`src/sv/bbr_pkg.sv`:
```
// ---------------------------------------------------------------------------
// bbr_pkg: shared constants for the reflect-border box blur
// Register indexes, field widths and default sizing limits.
// ---------------------------------------------------------------------------
package bbr_pkg;

    localparam int DEF_MAX_WIDTH  = 1024;
    localparam int DEF_MAX_RADIUS = 7;
    localparam int DEF_MAX_HEIGHT = 4096;

    localparam int CFG_W_BITS   = 11;
    localparam int CFG_H_BITS   = 13;
    localparam int CFG_R_BITS   = 3;
    localparam int CFG_IDX_BITS = 2;
    localparam int CFG_DAT_BITS = 13;

    localparam logic [CFG_IDX_BITS-1:0] REG_IMAGE_WIDTH   = 2'd0;
    localparam logic [CFG_IDX_BITS-1:0] REG_IMAGE_HEIGHT  = 2'd1;
    localparam logic [CFG_IDX_BITS-1:0] REG_WINDOW_RADIUS = 2'd2;

    localparam logic OP_PIXEL = 1'b0;
    localparam logic OP_FLUSH = 1'b1;

    localparam int PIX_BITS = 8;
    // quotient bits of the rounding divider, one per cell
    localparam int QUO_BITS = 8;

endpackage

```
`src/sv/bbr_div_cell.sv`:
```
// ---------------------------------------------------------------------------
// bbr_div_cell: one stage of the restoring divider chain
// Resolves one quotient bit and hands remainder, quotient and divisor on.
// ---------------------------------------------------------------------------
module bbr_div_cell #(
    parameter int REM_W = 19,
    parameter int DVS_W = 10,
    parameter int SHIFT = 7
) (
    input  logic                          i_clk,
    input  logic [REM_W-1:0]              i_rem,
    input  logic [bbr_pkg::QUO_BITS-1:0]  i_quo,
    input  logic [DVS_W-1:0]              i_dvs,
    output logic [REM_W-1:0]              o_rem,
    output logic [bbr_pkg::QUO_BITS-1:0]  o_quo,
    output logic [DVS_W-1:0]              o_dvs
);
    localparam int EXT_W = REM_W + DVS_W + SHIFT + 1;

    logic [EXT_W-1:0]             w_rem;
    logic [EXT_W-1:0]             w_sub;
    logic                         w_fit;
    logic [REM_W-1:0]             n_rem;
    logic [bbr_pkg::QUO_BITS-1:0] n_quo;

    logic [REM_W-1:0]             r_rem;
    logic [bbr_pkg::QUO_BITS-1:0] r_quo;
    logic [DVS_W-1:0]             r_dvs;

    assign w_rem = EXT_W'(i_rem);
    assign w_sub = EXT_W'(i_dvs) << SHIFT;
    assign w_fit = (w_rem >= w_sub);

    always_comb begin
        n_rem = i_rem;
        n_quo = i_quo;
        if (w_fit) begin
            n_rem        = REM_W'(w_rem - w_sub);
            n_quo[SHIFT] = 1'b1;
        end
    end

    always_ff @(posedge i_clk) begin
        r_rem <= n_rem;
        r_quo <= n_quo;
        r_dvs <= i_dvs;
    end

    assign o_rem = r_rem;
    assign o_quo = r_quo;
    assign o_dvs = r_dvs;

endmodule

```
`config.mk`:
```
export PLATFORM = sky130hd
export DESIGN_NAME = bbr_div_cell
export DESIGN_NICKNAME = d
export VERILOG_FILES = /design/src/sv/bbr_pkg.sv /design/src/sv/bbr_div_cell.sv
export SDC_FILE = /design/constraint.sdc
export NUM_CORES = 1
export LEC_CHECK = 0
export ABC_AREA = 1
export BUFFER_PORTS_ARGS = -buffer_cell sky130_fd_sc_hd__buf_2
export CELL_PAD_IN_SITES_DETAIL_PLACEMENT = 1
export CELL_PAD_IN_SITES_GLOBAL_PLACEMENT = 1
export CORE_MARGIN = 1
export CORE_UTILIZATION = 32
export DETAILED_ROUTE_END_ITERATION = 7
export PLACE_DENSITY = 0.88
export SYNTH_ARGS = -nofsm -noshare
export SYNTH_HDL_FRONTEND = slang
export SYNTH_SLANG_ARGS = --single-unit
export TNS_END_PERCENT = 100
```
`constraint.sdc`:
```
create_clock -name i_clk -period 2.3 [get_ports i_clk]
set_input_delay 0.345 -clock i_clk [delete_from_list [all_inputs] [get_ports i_clk]]
set_output_delay 0.345 -clock i_clk [all_outputs]
set_load 0.01 [all_outputs]
```
==> metrics.yaml <==
critical_path:
  criticalPathCategory: "in2reg"
  end_kind: "flop"
  cp-start-kind: "input port"
  cp_max_fo: 11
  cp.required_ns: 2.48
  cp_data_arrival_time_ns: 2.08
synthesis:
  synth_top_family_by_area: "simple AND/OR/NAND/NOR gates"
  synth_edf_count: 0
  ys_async_sr_fraction: 0
  ys_seq_area_frac: 0.431
  syn_inst: 234
  yosys_warnings: 0
  synth_xor_area_frac: 0.0255
  synthesis.nets: 283
  synth_simple_gate_area_frac: 0.334
  synth.distinct_cells: 22
  synth_compound_area_frac: 0.0233
  synth_area_um2: 1720
  synth_ff_type: "dfxtp_1"
  synth_area_per_cell_um2: 7.35
  synth_seq_cells: 37
  synthMuxAreaShare: 0
  synthAdderAreaFrac: 0.0844
floorplanning:
  initial_utilization: 0.335
  die_w_um: 75.3
  die_y_um: 75.3
  coreArea_um2: 5140
  io_pins: 75
  dieArea_um2: 5670
  rows: 26
timing:
  hold_viol_final: 0
  min_period_over_period: 0.829
  slew_headroom: 0.829
  min_period_ns: 1.91
  fmax_mhz: 524
  worstMarginPinSlew_ns: 0.256
  setup_tns_ns: 0
  rsz0062_at_grt: "false"
  setup_violations: 0
  timing.final.max_slew_violations: 0
clock_tree:
  ctsHtreeMaxLevel: 2
  clk_path_buf_depth: 2
  cts_hold_buf: 0
  clkTransAtPathRegs_ns: 0.07
  tritoncts: "yes"
  numCtsBuffers: 5
  cts.sinks: 37
  clockRootBuffer: "clkbuf_8"
  cts-resized-gates: 0
  post_cts_buffers: 0
pwr:
  clockPowerShare: 0.381
  p_sw_frac: 0.266
  p_leak_uw: 0.00130
  p_sw_uw: 464
  ir_drop_v: 0.000331
  p_comb_frac: 0.209
  internal_power_uw: 1280
  power.density_nw_per_um2: 759
  p_seq_frac: 0.410
finish:
  drive_above_1_share: 0.302
  final_common_cell: "nand2_1"
  area_growth_pct: 33.5
  nets: 363
  final_cell_mix: "85 x nand2_1, 74 x buf_2, 39 x inv_1"
  fin_area_um2: 2300
  antenna_cells: 0
routing:
  drt-wirelength-per-cell_um: 11.5
  vias: 1694
  via_per_inst: 4.40
  remaining_drc_errors: 0
  ant_nets: 0
  drt_first_pass_iters: 4
  drt_iter0_drc: 45
  routed_wirelength_um: 4420
place:
  gp_congestion: 0.885
  hpwl_um: 3570
  portBuffers: 74
  place_area_um2: 2160
grt:
  grt_usage: 0.175
  grt_start_max_net_pins: 13
  grt_pass1_wl_um: 7400
  overflow: 0
  grt_antenna_before_repair: 0
  grt_pass1_vias: 1756
hold_path:
  hold_class: "in2reg"
run_status:
  status: "complete, no violations"
run:
  drv_cap: 0
-- worst max-delay path: stages --
cell     delay, ns
buf_2         0.10
inv_1         0.05
ha_1          0.14
inv_1         0.08
fa_1          0.45
nand2_1       0.10
nand3_1       0.06
nand3_1       0.07
nand2_1       0.08
nand2_1       0.08
nand3_2       0.21
or2_1         0.29
-- cells in the mapped netlist, types with 2 or more instances --
cell type | count | area (µm²)
nand4_1 | 3 | 18.8
a21oi_1 | 3 | 15.0
nor2_1 | 13 | 48.8
dfxtp_1 | 37 | 741
nor2_2 | 3 | 18.8
nand3_1 | 20 | 100
a21oi_2 | 2 | 17.5
ha_1 | 10 | 125
xor2_1 | 5 | 43.8
buf_6 | 2 | 22.5
nand2_2 | 3 | 18.8
inv_1 | 39 | 146
nand2_1 | 85 | 319
-- final timing paths --
path	slack, ns	cells after the start	startpoint	to
worst min-delay path	0.16	1	i_quo[1]	o_quo[1]$_DFF_P_
worst max-delay path	0.39	12	i_rem[7]	o_quo[7]$_SDFF_PP1_
-- power by group through the flow --
stage	clock (µW)	combinational, µW	sequential [µW]
finish	664	364	716
global route	710	417	723
CTS	683	370	717
detailed placement	0	365	732
global placement	0	353	731
floorplan	0	187	769
-- logic make-up (layout without fill, tap and decap cells) --
logic type,after synthesis,after routing
fa+ha+maj,11,11
flops,37,37
xor+xnor,5,5
simple gates,133,133
compound gates,6,6
buf+inv,42,123
-- cell type report --
cell class / instances / area (µm²)
Fill cell: 678 / 2840
Multi-Input combinational cell: 155 / 803
Sequential cell: 37 / 741
Timing Repair Buffer: 76 / 385
Inverter: 39 / 146
Tap cell: 70 / 87.6
Clock buffer: 5 / 68.8
Clock inverter: 3 / 65.1
-- layer usage --
metal	part of all wire	track usage
met5	0	0
met4	0.013	0.0679
met3	0.062	0.0357
met2	0.51	0.327
met1	0.41	0.193
-- state kept, by name, indices dropped and copies added, names as in the netlist --
register	cells
o_rem	19
o_dvs	10
o_quo	8
-- stage by stage --
stage	hold WS [ns]	setup WS (ns)	util	cells	total power, µW
2_1_floorplan	0.373	0.519	-	234	955
3_3_place_gp	0.447	0.186	0.421	377	1080
5_1_grt	0.149	0.215	0.447	385	1850
3_5_place_dp	0.450	0.0913	0.421	377	1100
4_1_cts	0.150	0.387	0.447	385	1770
6_report	0.158	0.393	0.447	385	1740
(Power assumes the default switching activity.)
